### src/design/ptag_pkg.sv
// Package for the projective texture address generator.
// Shared constants, register indexes, outcome codes, config and sideband structs.
// No dependencies.
package ptag_pkg;

    localparam int COORD_BITS_DEF = 12;
    localparam int FRAC_BITS_DEF  = 20;
    localparam int COEF_W         = 32;
    localparam int OFF_W          = 24;
    localparam int DIM_W          = 16;
    localparam int QUO_BITS       = 16;
    localparam int CFG_IDX_W      = 3;
    localparam int CFG_DATA_W     = 64;

    localparam logic [CFG_IDX_W-1:0] CFG_COEF_A   = 3'd0;
    localparam logic [CFG_IDX_W-1:0] CFG_COEF_B   = 3'd1;
    localparam logic [CFG_IDX_W-1:0] CFG_COEF_C   = 3'd2;
    localparam logic [CFG_IDX_W-1:0] CFG_COEF_D   = 3'd3;
    localparam logic [CFG_IDX_W-1:0] CFG_COEF_L   = 3'd4;
    localparam logic [CFG_IDX_W-1:0] CFG_SRC_SIZE = 3'd5;
    localparam logic [CFG_IDX_W-1:0] CFG_CLIP     = 3'd6;
    localparam logic [CFG_IDX_W-1:0] CFG_CANVAS   = 3'd7;

    typedef enum logic [1:0] {
        OUT_WRITE   = 2'd0,
        OUT_OUTSIDE = 2'd1,
        OUT_CLIPPED = 2'd2,
        OUT_DEGEN   = 2'd3
    } ptag_outcome_t;

    typedef struct packed {
        logic [COEF_W-1:0] m00;
        logic [COEF_W-1:0] m01;
        logic [COEF_W-1:0] m02;
        logic [COEF_W-1:0] m10;
        logic [COEF_W-1:0] m11;
        logic [COEF_W-1:0] m12;
        logic [COEF_W-1:0] m20;
        logic [COEF_W-1:0] m21;
        logic [COEF_W-1:0] m22;
        logic [DIM_W-1:0]  src_w;
        logic [DIM_W-1:0]  src_h;
        logic [DIM_W-1:0]  clip_x1;
        logic [DIM_W-1:0]  clip_x2;
        logic [DIM_W-1:0]  clip_y1;
        logic [DIM_W-1:0]  clip_y2;
        logic              clip_en;
        logic              solid;
        logic              compressed;
        logic [DIM_W-1:0]  canvas_w;
        logic [DIM_W-1:0]  sec_y1;
        logic [DIM_W-1:0]  sec_x1;
    } ptag_cfg_t;

    // sideband that rides along with the divider
    typedef struct packed {
        logic             zero;
        logic             neg_x;
        logic             neg_y;
        logic [OFF_W-1:0] wr;
    } ptag_side_t;

endpackage

### src/design/ptag_if.sv


interface ptag_out_if #(
    parameter int COORD_BITS = ptag_pkg::COORD_BITS_DEF
);
    logic                        valid;
    logic                        ready;
    logic [1:0]                  outcome;
    logic [COORD_BITS-1:0]       src_x;
    logic [COORD_BITS-1:0]       src_y;
    logic [ptag_pkg::OFF_W-1:0]  read_offset;
    logic [ptag_pkg::OFF_W-1:0]  write_offset;

    modport source (output valid, output outcome, output src_x, output src_y,
                    output read_offset, output write_offset, input ready);
    modport sink   (input valid, input outcome, input src_x, input src_y,
                    input read_offset, input write_offset, output ready);
endinterface

### src/design/ptag_check.sv
// Back end: sign fix-up, source bounds and clip tests, read offset, output register.
// Two register stages. Depends on ptag_pkg and ptag_if.
module ptag_check #(
    parameter int COORD_BITS = ptag_pkg::COORD_BITS_DEF
) (
    input  logic                          clk,
    input  logic                          rst_n,
    input  logic                          en,
    input  ptag_pkg::ptag_cfg_t           cfg,
    input  logic                          in_valid,
    input  logic [ptag_pkg::QUO_BITS-1:0] q_x,
    input  logic [ptag_pkg::QUO_BITS-1:0] q_y,
    input  logic                          ovf_x,
    input  logic                          ovf_y,
    input  ptag_pkg::ptag_side_t          side,
    ptag_out_if.source                    out_ch
);
    import ptag_pkg::*;

    localparam int CW = QUO_BITS + 2;

    logic              out_x, out_y, clipped;
    logic signed [CW-1:0] xs, ys, cx1, cx2, cy1, cy2;
    ptag_outcome_t     oc_next;

    logic              va_reg;
    ptag_outcome_t     oc_reg;
    logic [QUO_BITS-1:0] qx_reg, qy_reg;
    logic [OFF_W-1:0]  wr_reg;

    logic              vb_reg;
    logic [1:0]        outc_reg;
    logic [COORD_BITS-1:0] sx_reg, sy_reg;
    logic [OFF_W-1:0]  rd_reg, wo_reg;

    logic [2*DIM_W-1:0] rprod;
    logic [OFF_W-1:0]   rd_next;
    logic               keep;

    // negative quotient is only in range when it rounds to zero
    assign out_x = ovf_x | (side.neg_x & (|q_x)) | (q_x >= cfg.src_w);
    assign out_y = ovf_y | (side.neg_y & (|q_y)) | (q_y >= cfg.src_h);

    assign xs  = $signed(CW'({2'b00, q_x}));
    assign ys  = $signed(CW'({2'b00, q_y}));
    assign cx1 = CW'($signed(cfg.clip_x1));
    assign cx2 = CW'($signed(cfg.clip_x2));
    assign cy1 = CW'($signed(cfg.clip_y1));
    assign cy2 = CW'($signed(cfg.clip_y2));

    always_comb
    begin
        if (cfg.compressed)
        begin
            clipped = (xs >= cx2) || (xs < cx1) || (ys < cy1) || (ys >= cy2);
        end
        else
        begin
            clipped = (xs > cx2) || (xs < cx1) || (ys < cy1) || (ys > cy2);
        end
    end

    always_comb
    begin
        if (side.zero)
        begin
            oc_next = OUT_DEGEN;
        end
        else if (out_x || out_y)
        begin
            oc_next = OUT_OUTSIDE;
        end
        else if (cfg.clip_en && clipped)
        begin
            oc_next = OUT_CLIPPED;
        end
        else
        begin
            oc_next = OUT_WRITE;
        end
    end

    assign rprod   = qy_reg * cfg.src_w;
    assign rd_next = rprod[OFF_W-1:0] + OFF_W'(qx_reg);
    assign keep    = (oc_reg == OUT_WRITE);

    always_ff @(posedge clk or negedge rst_n)
    begin
        if (!rst_n)
        begin
            va_reg <= 1'b0;
            vb_reg <= 1'b0;
        end
        else if (en)
        begin
            va_reg <= in_valid;
            vb_reg <= va_reg;
        end
    end

    always_ff @(posedge clk)
    begin
        if (en)
        begin
            oc_reg <= oc_next;
            qx_reg <= q_x;
            qy_reg <= q_y;
            wr_reg <= side.wr;

            outc_reg <= oc_reg;
            sx_reg   <= keep ? qx_reg[COORD_BITS-1:0] : '0;
            sy_reg   <= keep ? qy_reg[COORD_BITS-1:0] : '0;
            rd_reg   <= (keep && !cfg.solid) ? rd_next : '0;
            wo_reg   <= keep ? wr_reg : '0;
        end
    end

    assign out_ch.valid        = vb_reg;
    assign out_ch.outcome      = outc_reg;
    assign out_ch.src_x        = sx_reg;
    assign out_ch.src_y        = sy_reg;
    assign out_ch.read_offset  = rd_reg;
    assign out_ch.write_offset = wo_reg;

endmodule

### src/flat_wrapper.sv
// flat-port wrapper written by rule: the top's interface ports become plain ports
module ptag_check_flat import ptag_pkg::*;
#(
    parameter int COORD_BITS = ptag_pkg::COORD_BITS_DEF
)
  (clk, rst_n, en, cfg, in_valid, q_x, q_y, ovf_x, ovf_y, side, out_ch_valid, out_ch_outcome, out_ch_src_x, out_ch_src_y, out_ch_read_offset, out_ch_write_offset, out_ch_ready);
  ptag_out_if #(.COORD_BITS(COORD_BITS)) out_ch_i ();
  input  logic clk;
  input  logic rst_n;
  input  logic en;
  input  ptag_pkg::ptag_cfg_t cfg;
  input  logic in_valid;
  input  logic [ptag_pkg::QUO_BITS-1:0] q_x;
  input  logic [ptag_pkg::QUO_BITS-1:0] q_y;
  input  logic ovf_x;
  input  logic ovf_y;
  input  ptag_pkg::ptag_side_t side;
  output wire logic [$bits(out_ch_i.valid)-1:0] out_ch_valid;
  output wire logic [$bits(out_ch_i.outcome)-1:0] out_ch_outcome;
  output wire logic [$bits(out_ch_i.src_x)-1:0] out_ch_src_x;
  output wire logic [$bits(out_ch_i.src_y)-1:0] out_ch_src_y;
  output wire logic [$bits(out_ch_i.read_offset)-1:0] out_ch_read_offset;
  output wire logic [$bits(out_ch_i.write_offset)-1:0] out_ch_write_offset;
  input wire logic [$bits(out_ch_i.ready)-1:0] out_ch_ready;
  assign out_ch_valid = out_ch_i.valid;
  assign out_ch_outcome = out_ch_i.outcome;
  assign out_ch_src_x = out_ch_i.src_x;
  assign out_ch_src_y = out_ch_i.src_y;
  assign out_ch_read_offset = out_ch_i.read_offset;
  assign out_ch_write_offset = out_ch_i.write_offset;
  assign out_ch_i.ready = out_ch_ready;
  ptag_check #(.COORD_BITS(COORD_BITS)) u_core (.clk(clk), .rst_n(rst_n), .en(en), .cfg(cfg), .in_valid(in_valid), .q_x(q_x), .q_y(q_y), .ovf_x(ovf_x), .ovf_y(ovf_y), .side(side), .out_ch(out_ch_i));
endmodule
### config.mk
export PLATFORM = sky130hd
export DESIGN_NAME = ptag_check_flat
export DESIGN_NICKNAME = d
export VERILOG_FILES = /design/src/design/ptag_pkg.sv /design/src/design/ptag_if.sv /design/src/design/ptag_check.sv /design/src/flat_wrapper.sv
export SDC_FILE = /design/constraint.sdc
export NUM_CORES = 1
export LEC_CHECK = 0
export ABC_CLOCK_PERIOD_IN_PS = 6650
export BUFFER_PORTS_ARGS = -buffer_cell sky130_fd_sc_hd__buf_2
export CAP_MARGIN = 20
export CORE_AREA = 2 2 223 225
export CTS_CLUSTER_SIZE = 28
export DETAILED_ROUTE_END_ITERATION = 16
export DIE_AREA = 0 0 225 227
export PLACE_DENSITY = 0.54
export REMOVE_ABC_BUFFERS = 1
export SLEW_MARGIN = 5
export SYNTH_ARGS = -nofsm -noshare
export SYNTH_HDL_FRONTEND = slang
export SYNTH_SLANG_ARGS = --single-unit
### constraint.sdc
create_clock -name clk -period 6.65 [get_ports clk]
set_clock_uncertainty 0.05 [all_clocks]
set_input_delay 0.665 -clock clk [delete_from_list [all_inputs] [get_ports clk]]
set_output_delay 0.665 -clock clk [all_outputs]
set_load 0.02 [all_outputs]
# [Yosys cells after proc, flatten, opt, wreduce, memory -nomap -nowiden]
# Index checks and enable logic that the tools add are counted.
[word_totals] register_bits=134 in_bits=501 output_inout_bits=75 elab_cells=45
[classes] addsub=1 n_mul=1 n_lt_le_gt_ge=8 n_mux=3 n_bitwise=6 n_reduce_logical=14
[ops] operator="$ge 17x16->1" count=2
[ops] operator="$gt 17x16->1" count=2
[ops] operator="$lt 17x16->1" count=2
[ops] operator="$ge 16x16->1" count=2
[ops] operator="$reduce_or 16->1" count=2
[ops] operator="$add 24x16->24" count=1
[ops] operator="$mul 16x16->24" count=1
[ops] operator="$logic_or 1x1->1" count=7
[ops] operator="$mux 2" count=2
[ops] operator="$or 1x1->1" count=4
[ops] operator="$and 1x1->1" count=2
[ops] operator="$logic_and 1x1->1" count=2
[ops] operator="$logic_not 2->1" count=1
[ops] operator="$reduce_or 2->1" count=1
[ops] operator="$logic_not 1->1" count=1
[ops] operator="$mux 1" count=1

# [Logic depth before layout (Yosys ltp)]
# Gate-level depths: netlist of run 1.
[depth] word_depth=8 depth_mapped=24 mapped_depth_nobuf=22

# [Least setup slack after synthesis of run 1]
# OpenSTA, ideal clock, no wires.
[synth_timing] path_kind="input -> register" from="in cfg[134] (netlist name)" to="reg u_core.rd_reg[23] (netlist: u_core.out_ch.read_offset[23]) (data pin)" setup_time_ns=0.266 arrival_ns=6.035 required_ns=6.334 setup_slack_ns=0.299 path_stages=22 n_path_buf=2 cell_sequence="clkbuf_1 -> clkbuf_1 -> nand2_1 -> fa_1 -> fa_1 -> fa_1 -> inv_1 -> fa_1 -> fa_1 -> inv_1 -> fa_1 -> inv_1 -> ha_1 -> a21o_1 -> a31oi_1 -> o21ai_0 -> a41oi_1 -> o21ai_1 -> a31oi_1 -> o21ai_1 -> xnor2_1 -> nor2_1"
[synth_between] elab_chain_len=2
[synth_lines] element="start, declared" line_no="flat_wrapper.sv:11" source="input ptag_pkg::ptag_cfg_t cfg;"
[synth_lines] element="$mul 16x16->24" line_no="ptag_check.sv:83" source="assign rprod = qy_reg * cfg.src_w;"
[synth_lines] element="$add 24x16->24" line_no="ptag_check.sv:84" source="assign rd_next = rprod[OFF_W-1:0] + OFF_W'(qx_reg);"
[synth_lines] element="end signal, assigned" line_no="ptag_check.sv:113" source="rd_reg <= (keep && !cfg.solid) ? rd_next : '0;"
[synth_lines] element="end, declared" line_no="ptag_check.sv:34" source="logic [OFF_W-1:0] rd_reg, wo_reg;"
# Every way passes these cells.
# A chain may end at the register's enable or synchronous reset.

# [Worst setup path in the final report of run 1]
[layout_timing] from="reg u_core.qy_reg[3]" to="reg u_core.rd_reg[21] (netlist: u_core.out_ch.read_offset[21]) (data pin)"
[layout_between] elab_chain_len=2
[layout_lines] element="start, declared" line_no="ptag_check.sv:28" source="logic [QUO_BITS-1:0] qx_reg, qy_reg;"
[layout_lines] element="start signal, assigned" line_no="ptag_check.sv:107" source="qy_reg <= q_y;"
[layout_lines] element="$mul 16x16->24" line_no="ptag_check.sv:83"
[layout_lines] element="$add 24x16->24" line_no="ptag_check.sv:84"
# Every way passes these cells.

==> results of run 1 <==
cell usage in the layout, fill, tap and decap left out, types with 14 or more instances in the layout:
| cell type | instances |
|---|---|
| a21o_1 | 16 |
| a21oi_1 | 38 |
| and2_1 | 139 |
| buf_2 | 237 |
| buf_4 | 59 |
| clkbuf_16 | 17 |
| edfxtp_1 | 132 |
| fa_1 | 184 |
| ha_1 | 165 |
| inv_1 | 351 |
| nand2_1 | 147 |
| nor2_1 | 32 |
| nor3_1 | 14 |
| o21ai_0 | 21 |
| xnor2_1 | 22 |
routing by layer:
layer	global-route usage, %	part of all wire [%]
met5	0	0
met4	4.700	1.3
met1	21.50	46
met2	28.41	48
met3	3.136	4.4
power by group:
| part | internal, mW | switching (mW) | leakage [nW] | total [mW] |
|---|---|---|---|---|
| registers | 1.08 | 0.0600 | 1.37 | 1.14 |
| logic | 3.10 | 3.59 | 6.99 | 6.69 |
| clock network | 0.552 | 0.400 | 0.272 | 0.952 |
final cells by class:
type,instances,area [um2]
Clock buffer,17,425.4
Clock inverter,15,151.4
Tap cell,622,778.2
Antenna cell,1,2.502
Timing Repair Buffer,298,1650
Fill cell,4940,31300
Inverter,351,1318
Multi-Input combinational cell,903,8909
Sequential cell,134,4014
logic make-up (layout without fill, tap and decap cells):
logic type                 Yosys count  count (layout)  synth area share, %
buffers and inverters              394             681                10.27
and+or+nand+nor                    391             391                13.80
adders and majority gates          349             349                39.93
DFF                                134             134                27.89
AOI/OAI and AO/OA                  127             127                5.876
xor gates and xnor gates            33              33                2.008
muxes                                3               3               0.2260
other                                0               1                    0
Yosys cell counts (11+ instances only):
cell type,instances
inv_1,351
fa_1,184
ha_1,165
nand2_1,147
and2_1,139
edfxtp_1,132
clkbuf_1,43
a21oi_1,38
nor2_1,33
xnor2_1,22
o21ai_0,21
a21o_1,16
nor3_1,15
o21a_1,11
xor2_1,11
worst min-delay path by stage:
| stage | startpoint | endpoint | slack [ns] | cells after the start |
|---|---|---|---|---|
| 3_5_place_dp | rst_n | u_core.out_ch.valid | 0.40 | 1 |
| 4_1_cts | side[12] | u_core.wr_reg[12] | 0.31 | 1 |
| 3_3_place_gp | rst_n | u_core.out_ch.valid | 0.40 | 1 |
| 5_1_grt | side[13] | u_core.wr_reg[13] | 0.32 | 1 |
| 6_report | side[9] | u_core.wr_reg[9] | 0.34 | 1 |
| 2_1_floorplan | rst_n | u_core.out_ch.valid | 0.32 | 0 |
metrics by stage:
stage / worst slack (ns) / util, % / power, mW / instance area [um2]
2_1_floorplan: 0.6253 / - / 5.957 / 14230
6_report: 0.3420 / 35.53 / 8.779 / 17250
3_3_place_gp: 0.1141 / 34.27 / 7.793 / 16640
5_1_grt: 0.0001523 / 35.53 / 9.847 / 17250
4_1_cts: 0.2098 / 35.48 / 8.913 / 17220
3_5_place_dp: 0.08376 / 34.27 / 7.903 / 16640
repair_timing:
| action | 4_1_cts | 5_1_grt |
|---|---|---|
| hold buffers | 1 | 0 |
| endpoints found under the hold margin | 2 | 0 |
| endpoints found under the setup margin | 0 | 3 |
| setup buffers | 0 | 3 |
==> results.txt, run 1 <==
----------------------------------------------------
[Floorplan]
  Placeable core region ... between 40000 and 50000 um2
  Die span in x ... about 230 um
  Die Area ... around 51000 um2
  Num ports ... ~580
  Effective utilization at floorplan ... slightly below 30%
  Height of the die ... 227 um
  Row count ... between 80 and 90

[Drt]
  DR vias ... around 10k
  Detail Route Antenna Nets ... 0
  Final routed DRC violation total ... 0
  Total wire length ... about 40000 um
  Routed length per placed instance ... about 17 um
  DR pass1 iterations ... 5
  Routed via count divided by cell count ... roughly 4.4
  Number of violations reported at the end of detailed-routing iteration 0 ... 350

[Global route]
  Wire length of the first global-routing pass ... about 63000 um
  Vias in the first global route ... 11.13k
  Largest net degree at the start of global routing ... 70
  Antenna violations before repair ... 3
  Overflow left after global routing ... 0
  All-Layer GR Usage ... between 15 and 20%

[Synthesis]
  Synth async-reset ratio ... 1.493%
  Instance count of the mapped netlist ... roughly 1.4k
  Number of enable flip-flop cells after synthesis ... approximately 130
  Top flip-flop cell by instance count after synthesis ... edfxtp_1
  Post-synth top area cell ... edfxtp_1
  Count of warnings emitted by yosys ... 0
  Top post-synthesis cells by area ... edfxtp_1 28%, fa_1 26%, ha_1 14%
  Combined area of all synthesized cells ... ~14000 um2
  Sequential element share of the synthesized area ... around 28%
  Distinct cells, synth ... between 50 and 60
  Fraction of post-synthesis cell area in the top cell type by area ... ~28%
  Post-Syn Area per Cell ... 10.06 um2
  Total of flip-flops plus latches after synthesis ... between 100 and 150

[Critical path]
  Data required time at the worst endpoint ... slightly below 7 ns
  Peak fanout along the critical path ... 12
  Worst R2R Path Depth ... 22
  Endpoint arrival time on the critical path ... between 6 and 7 ns
  Kind of end point of the critical path ... flip-flop
  List of cells traversed by the critical path ... and2_1 -> fa_1 -> inv_1 -> fa_1 -> inv_1 -> ha_1 -> ha_1 -> fa_1 -> inv_1 -> fa_1 -> inv_1 -> ha_1 -> o21a_1 -> o21ai_0 -> a31oi_2 -> a41oi_1 -> buf_4 -> o21ai_1 -> a31oi_1 -> buf_4 -> xor2_1 -> nor2_1
  Slowest Stage Delay on Critical Path ... about 0.67 ns
  Startpoint type of the worst setup path ... flip-flop
  Launch point of the worst reg-to-reg path ... u_core.qy_reg[3]
  Worst flop-to-flop path endpoint ... u_core.out_ch.read_offset[21]
  Capturing element of the worst setup path ... u_core.out_ch.read_offset[21]
  Slack of the worst reg-to-reg path ... 0.34 ns
  Cell with the largest stage delay on the worst path ... edfxtp_1
  Dominant delay contributor by cell family on the critical path ... adder cells
  Startpoint-to-endpoint class of the critical path ... reg -> reg
  Launch point of the critical path ... u_core.qy_reg[3]
  Depth of the critical timing path with buffers and inverters included ... 22
  WP buf/inv ... 6

[Run status]
  Status ... finished clean

[STA]
  Count of final max-slew check failures ... 0
  Max Freq ... about 160 MHz
  Worst Max-Slew Pin Slew ... a little over 0.9 ns
  Crit share post-route ... between 90 and 100%
  Sum of negative setup slack ... 0 ns
  Worst rel slew slack ... a little under two fifths
  Number of failing hold endpoints at the final stage ... 0
  Total setup violations reported at the end of the flow ... 0
  WHS ... between 0.3 and 0.4 ns
  Clock period minus worst slack ... about 6.3 ns
  RSZ-0062 raised after global routing ... no

[Min path]
  Kind of path behind the tightest hold check ... in -> reg

[Finish]
  Total number of nets in the final design ... 2555
  Fraction of layout instances using a drive strength above 1 ... about a fifth
  Layout overhead on the synthesized area ... 19.83%
  Cell Count, Final, Fillers Out ... roughly 2.3k

[Clock network]
  Maximum level of the CTS H-tree ... 4
  Root Buffer ... clkbuf_16
  Clock tree from TritonCTS ... built
  Resized Gates After CTS ... 0
  Clock latency of the later-clocked register in the worst-skew pair ... between 0.4 and 0.5 ns
  Clock sink count ... between 100 and 150
  Largest buffer count on any clock path ... 2
  Clock buffer count from CTS ... 17
  Worst-path clk slew ... approximately 0.07 ns

[Flow run]
  Maxcap violations ... 0

[Placement]
  Hpwl dp ... between 30000 and 40000 um
  Number of buffer cells added on primary ports ... 238
  Placed Instances ... roughly 2.3k
  Global placement routability congestion ... 0.8340

[Power and ir drop]
  IR drop worst, VDD ... ~0.00050 V
  Cell Pwr Density ... 509.0 nW/um2
  Lkg Pwr ... between 8 and 9 nW

----------------------------------------------------
Power figures use the tool's default switching activity.
==> run 2: changes to the inputs <==
ABC_CLOCK_PERIOD_IN_PS = 5430   (was 6650)
PLACE_DENSITY = 0.56   (was 0.54)
clock period = 5.43 ns   (was 6.65 ns; I/O delays follow)
==> run 2 against run 1 <==
Net effect:
- the flow now finishes with violations (negative setup slack)
- maximum frequency is 7.4% higher
- sequential share of layout area is 1.2 points lower
- worst setup slack worse by 0.79 ns
- global-route usage grew 0.91 points
- final cell count rose by 2.9%
==> results.txt, run 2 (synthesis gave the netlist of run 1 again) <==
----------------------------------------------------
[Run status]
  Status ... finished, violations left (was finished clean)
  Failing checks ... negative setup slack

[Floorplan]
  Die Area ... 51080 um2 (unchanged)
  Num ports ... 576 (unchanged)
  Row count ... 81 (unchanged)
  Effective utilization at floorplan ... 29.65% (unchanged)
  Placeable core region ... 48550 um2 (unchanged)
  Height of the die ... 227 um (unchanged)
  Die span in x ... 225 um (unchanged)

[Clock network]
  Clock latency of the later-clocked register in the worst-skew pair ... 0.45 ns (was 0.46 ns)
  Worst-path clk slew ... 0.06 ns (was 0.07 ns)
  Clock sink count ... 134 (unchanged)
  Clock buffer count from CTS ... 17 (unchanged)
  Maximum level of the CTS H-tree ... 4 (unchanged)
  Root Buffer ... clkbuf_16 (unchanged)
  Clock tree from TritonCTS ... built (unchanged)
  Largest buffer count on any clock path ... 2 (unchanged)

[Finish]
  Layout overhead on the synthesized area ... 26.15% (was 19.83%)
  Fraction of layout instances using a drive strength above 1 ... 26.58% (was 19.73%)
  Commonest non-fill, non-tap cell in the layout ... inv_1 (unchanged)
  Commonest cells after routing, fill and taps aside ... 334 x inv_1, 237 x buf_2, 177 x fa_1 (was 351 x inv_1, 237 x buf_2, 184 x fa_1)
  Total number of nets in the final design ... 2621 (was 2555)
  Cell Count, Final, Fillers Out ... 2408 (was 2341)

[STA]
  Number of failing hold endpoints at the final stage ... 0 (unchanged)
  Worst rel slew slack ... 38.06% (was 36.83%)
  Sum of negative setup slack ... -3.027 ns (was 0 ns)
  Worst Max-Slew Pin Slew ... 0.9291 ns (was 0.9237 ns)
  Clock period minus worst slack ... 5.874 ns (was 6.308 ns)
  Total setup violations reported at the end of the flow ... 10 (was 0)
  Max Freq ... 170.2 MHz (was 158.5 MHz)
  Count of final max-slew check failures ... 0 (unchanged)
  Final setup slack of the worst path ... -0.4443 ns (was 0.3420 ns)
  Crit share post-route ... 108.2% (was 94.86%)
  RSZ-0062 raised after global routing ... yes (was no)

[Power and ir drop]
  Clock Power Share ... 7.7% (was 10.8%)
  Sequential share of power ... 10.0% (was 12.9%)
  Lkg Pwr ... 9.009 nW (was 8.636 nW)
  Cell Pwr Density ... 750.6 nW/um2 (was 509.0 nW/um2)
  IR drop worst, VDD ... 0.0007930 V (was 0.0005050 V)
  Power dissipated by switching net loads ... 6.004 mW (was 4.046 mW)
  Net switching fraction of the power ... 44.06% (was 46.09%)
  Internal Dissipation ... 7.624 mW (was 4.733 mW)
  Part of the power in combinational logic ... 82.3% (was 76.2%)

[Critical path]
  Endpoint arrival time on the critical path ... 6.02 ns (was 6.42 ns)
  Data required time at the worst endpoint ... 5.58 ns (was 6.76 ns)
  Peak fanout along the critical path ... 3 (was 12)
  Startpoint type of the worst setup path ... flip-flop (unchanged)
  Startpoint-to-endpoint class of the critical path ... reg -> reg (unchanged)
  Kind of end point of the critical path ... flip-flop (unchanged)

[Global route]
  All-Layer GR Usage ... 17.52% (was 16.62%)
  Wire length of the first global-routing pass ... 66730 um (was 63020 um)
  Overflow left after global routing ... 0 (unchanged)
  Largest net degree at the start of global routing ... 93 (was 70)
  Vias in the first global route ... 11.55k (was 11.13k)
  Antenna violations before repair ... 7 (was 3)

[Drt]
  Detail Route Antenna Nets ... 0 (unchanged)
  DR vias ... 10.76k (was 10.38k)
  Total wire length ... 43000 um (was 40800 um)
  Routed via count divided by cell count ... 4.469 (was 4.432)
  Routed length per placed instance ... 17.86 um (was 17.43 um)
  Final routed DRC violation total ... 0 (unchanged)
  Number of violations reported at the end of detailed-routing iteration 0 ... 397 (was 350)
  DR pass1 iterations ... 5 (unchanged)

[Flow run]
  Maxcap violations ... 0 (unchanged)

[Min path]
  Kind of path behind the tightest hold check ... in -> reg (unchanged)

[Placement]
  Global placement routability congestion ... 0.8635 (was 0.8340)
  Hpwl dp ... 35930 um (was 34320 um)
  Number of buffer cells added on primary ports ... 238 (unchanged)
  Placed Instances ... 2349 (was 2304)

----------------------------------------------------
-- run 2: changes by cell type in the layout (fill, tap and decap cells not counted), moves of 12 or more --
cell	before	now
inv_2	0	17
inv_1	351	334
ha_4	0	12
buf_4	59	106
buf_6	1	14
ha_1	165	152
-- run 2: repair_timing --
action	CTS	global route
cloned	1	0
endpoints found under the setup margin	12	13
setup buffers	20	5
hold endpoints to repair	2	0
resized for setup	57	38
hold buffers	1	0
pin swaps	59	44
-- run 2: path summary, 6_finish.rpt --
path                                startpoint                            end  slack [ns]  depth (start not counted)
max                           u_core.qy_reg[7]  u_core.out_ch.read_offset[22]       -0.44                         22
min                                   side[21]              u_core.wr_reg[21]        0.22                          1
max reg2reg                   u_core.qy_reg[7]  u_core.out_ch.read_offset[22]       -0.44                         22
min reg2reg                u_core.out_ch.valid            u_core.out_ch.valid        0.45                          1
max in group asynchronous                rst_n            u_core.out_ch.valid        4.87                          2
min in group asynchronous                rst_n                  u_core.va_reg        0.36                          2
-- run 2: per-layer routing --
layer	wire (um)	track usage, %	up-vias
met4	768	4.422	0
li1	-	-	5177
met1	19120	22.65	5257
met3	2006	3.227	46
met5	0	0	-
met2	21100	30.29	281
-- run 2: per-stage QoR --
step	total power [mW]	utilization, %	hold slack, ns	setup WS, ns	area (um2)
2_1_floorplan	7.295	-	0.1974	-0.5215	14230
6_report	13.63	37.40	0.2224	-0.4443	18160
4_1_cts	13.15	37.05	0.1777	-0.4165	17990
5_1_grt	14.99	37.39	0.1907	-0.6614	18150
3_5_place_dp	10.56	35.02	0.2801	-0.8834	17000
3_3_place_gp	10.39	35.02	0.2766	-0.7740	17000
-- run 2: power groups by stage --
stage / sequential, mW / combinational [mW] / clock, mW
after floorplan: 1.49 / 5.80 / 0
after global placement: 1.39 / 9.00 / 0
after detailed placement: 1.39 / 9.17 / 0
after CTS: 1.37 / 10.7 / 1.09
after global routing: 1.38 / 12.5 / 1.13
final: 1.37 / 11.2 / 1.04
-- run 2: worst max-delay path, stage by stage, from the launching register on --
cell,delay [ns]
edfxtp_1,0.50
buf_6,0.17
and2_4,0.14
fa_1,0.49
inv_2,0.04
fa_1,0.57
fa_1,0.44
fa_1,0.51
inv_2,0.04
fa_1,0.49
inv_1,0.05
fa_1,0.49
inv_2,0.05
ha_4,0.28
o211ai_1,0.08
nor2_1,0.18
a41oi_2,0.17
a21oi_2,0.22
a41o_1,0.21
o21a_1,0.17
nor3_2,0.05
o21bai_1,0.16
mux2i_1,0.09
-- run 2: area by class of cell --
cell class / instances / area (um2)
fillers: 4854 / 30390
multi-input cells: 903 / 9245
flip-flops and latches: 134 / 4014
repair buffers: 364 / 2280
inverters: 351 / 1318
well taps: 622 / 778.2
clock buffers: 17 / 425.4
clock inverters: 14 / 90.09
diodes: 3 / 7.507
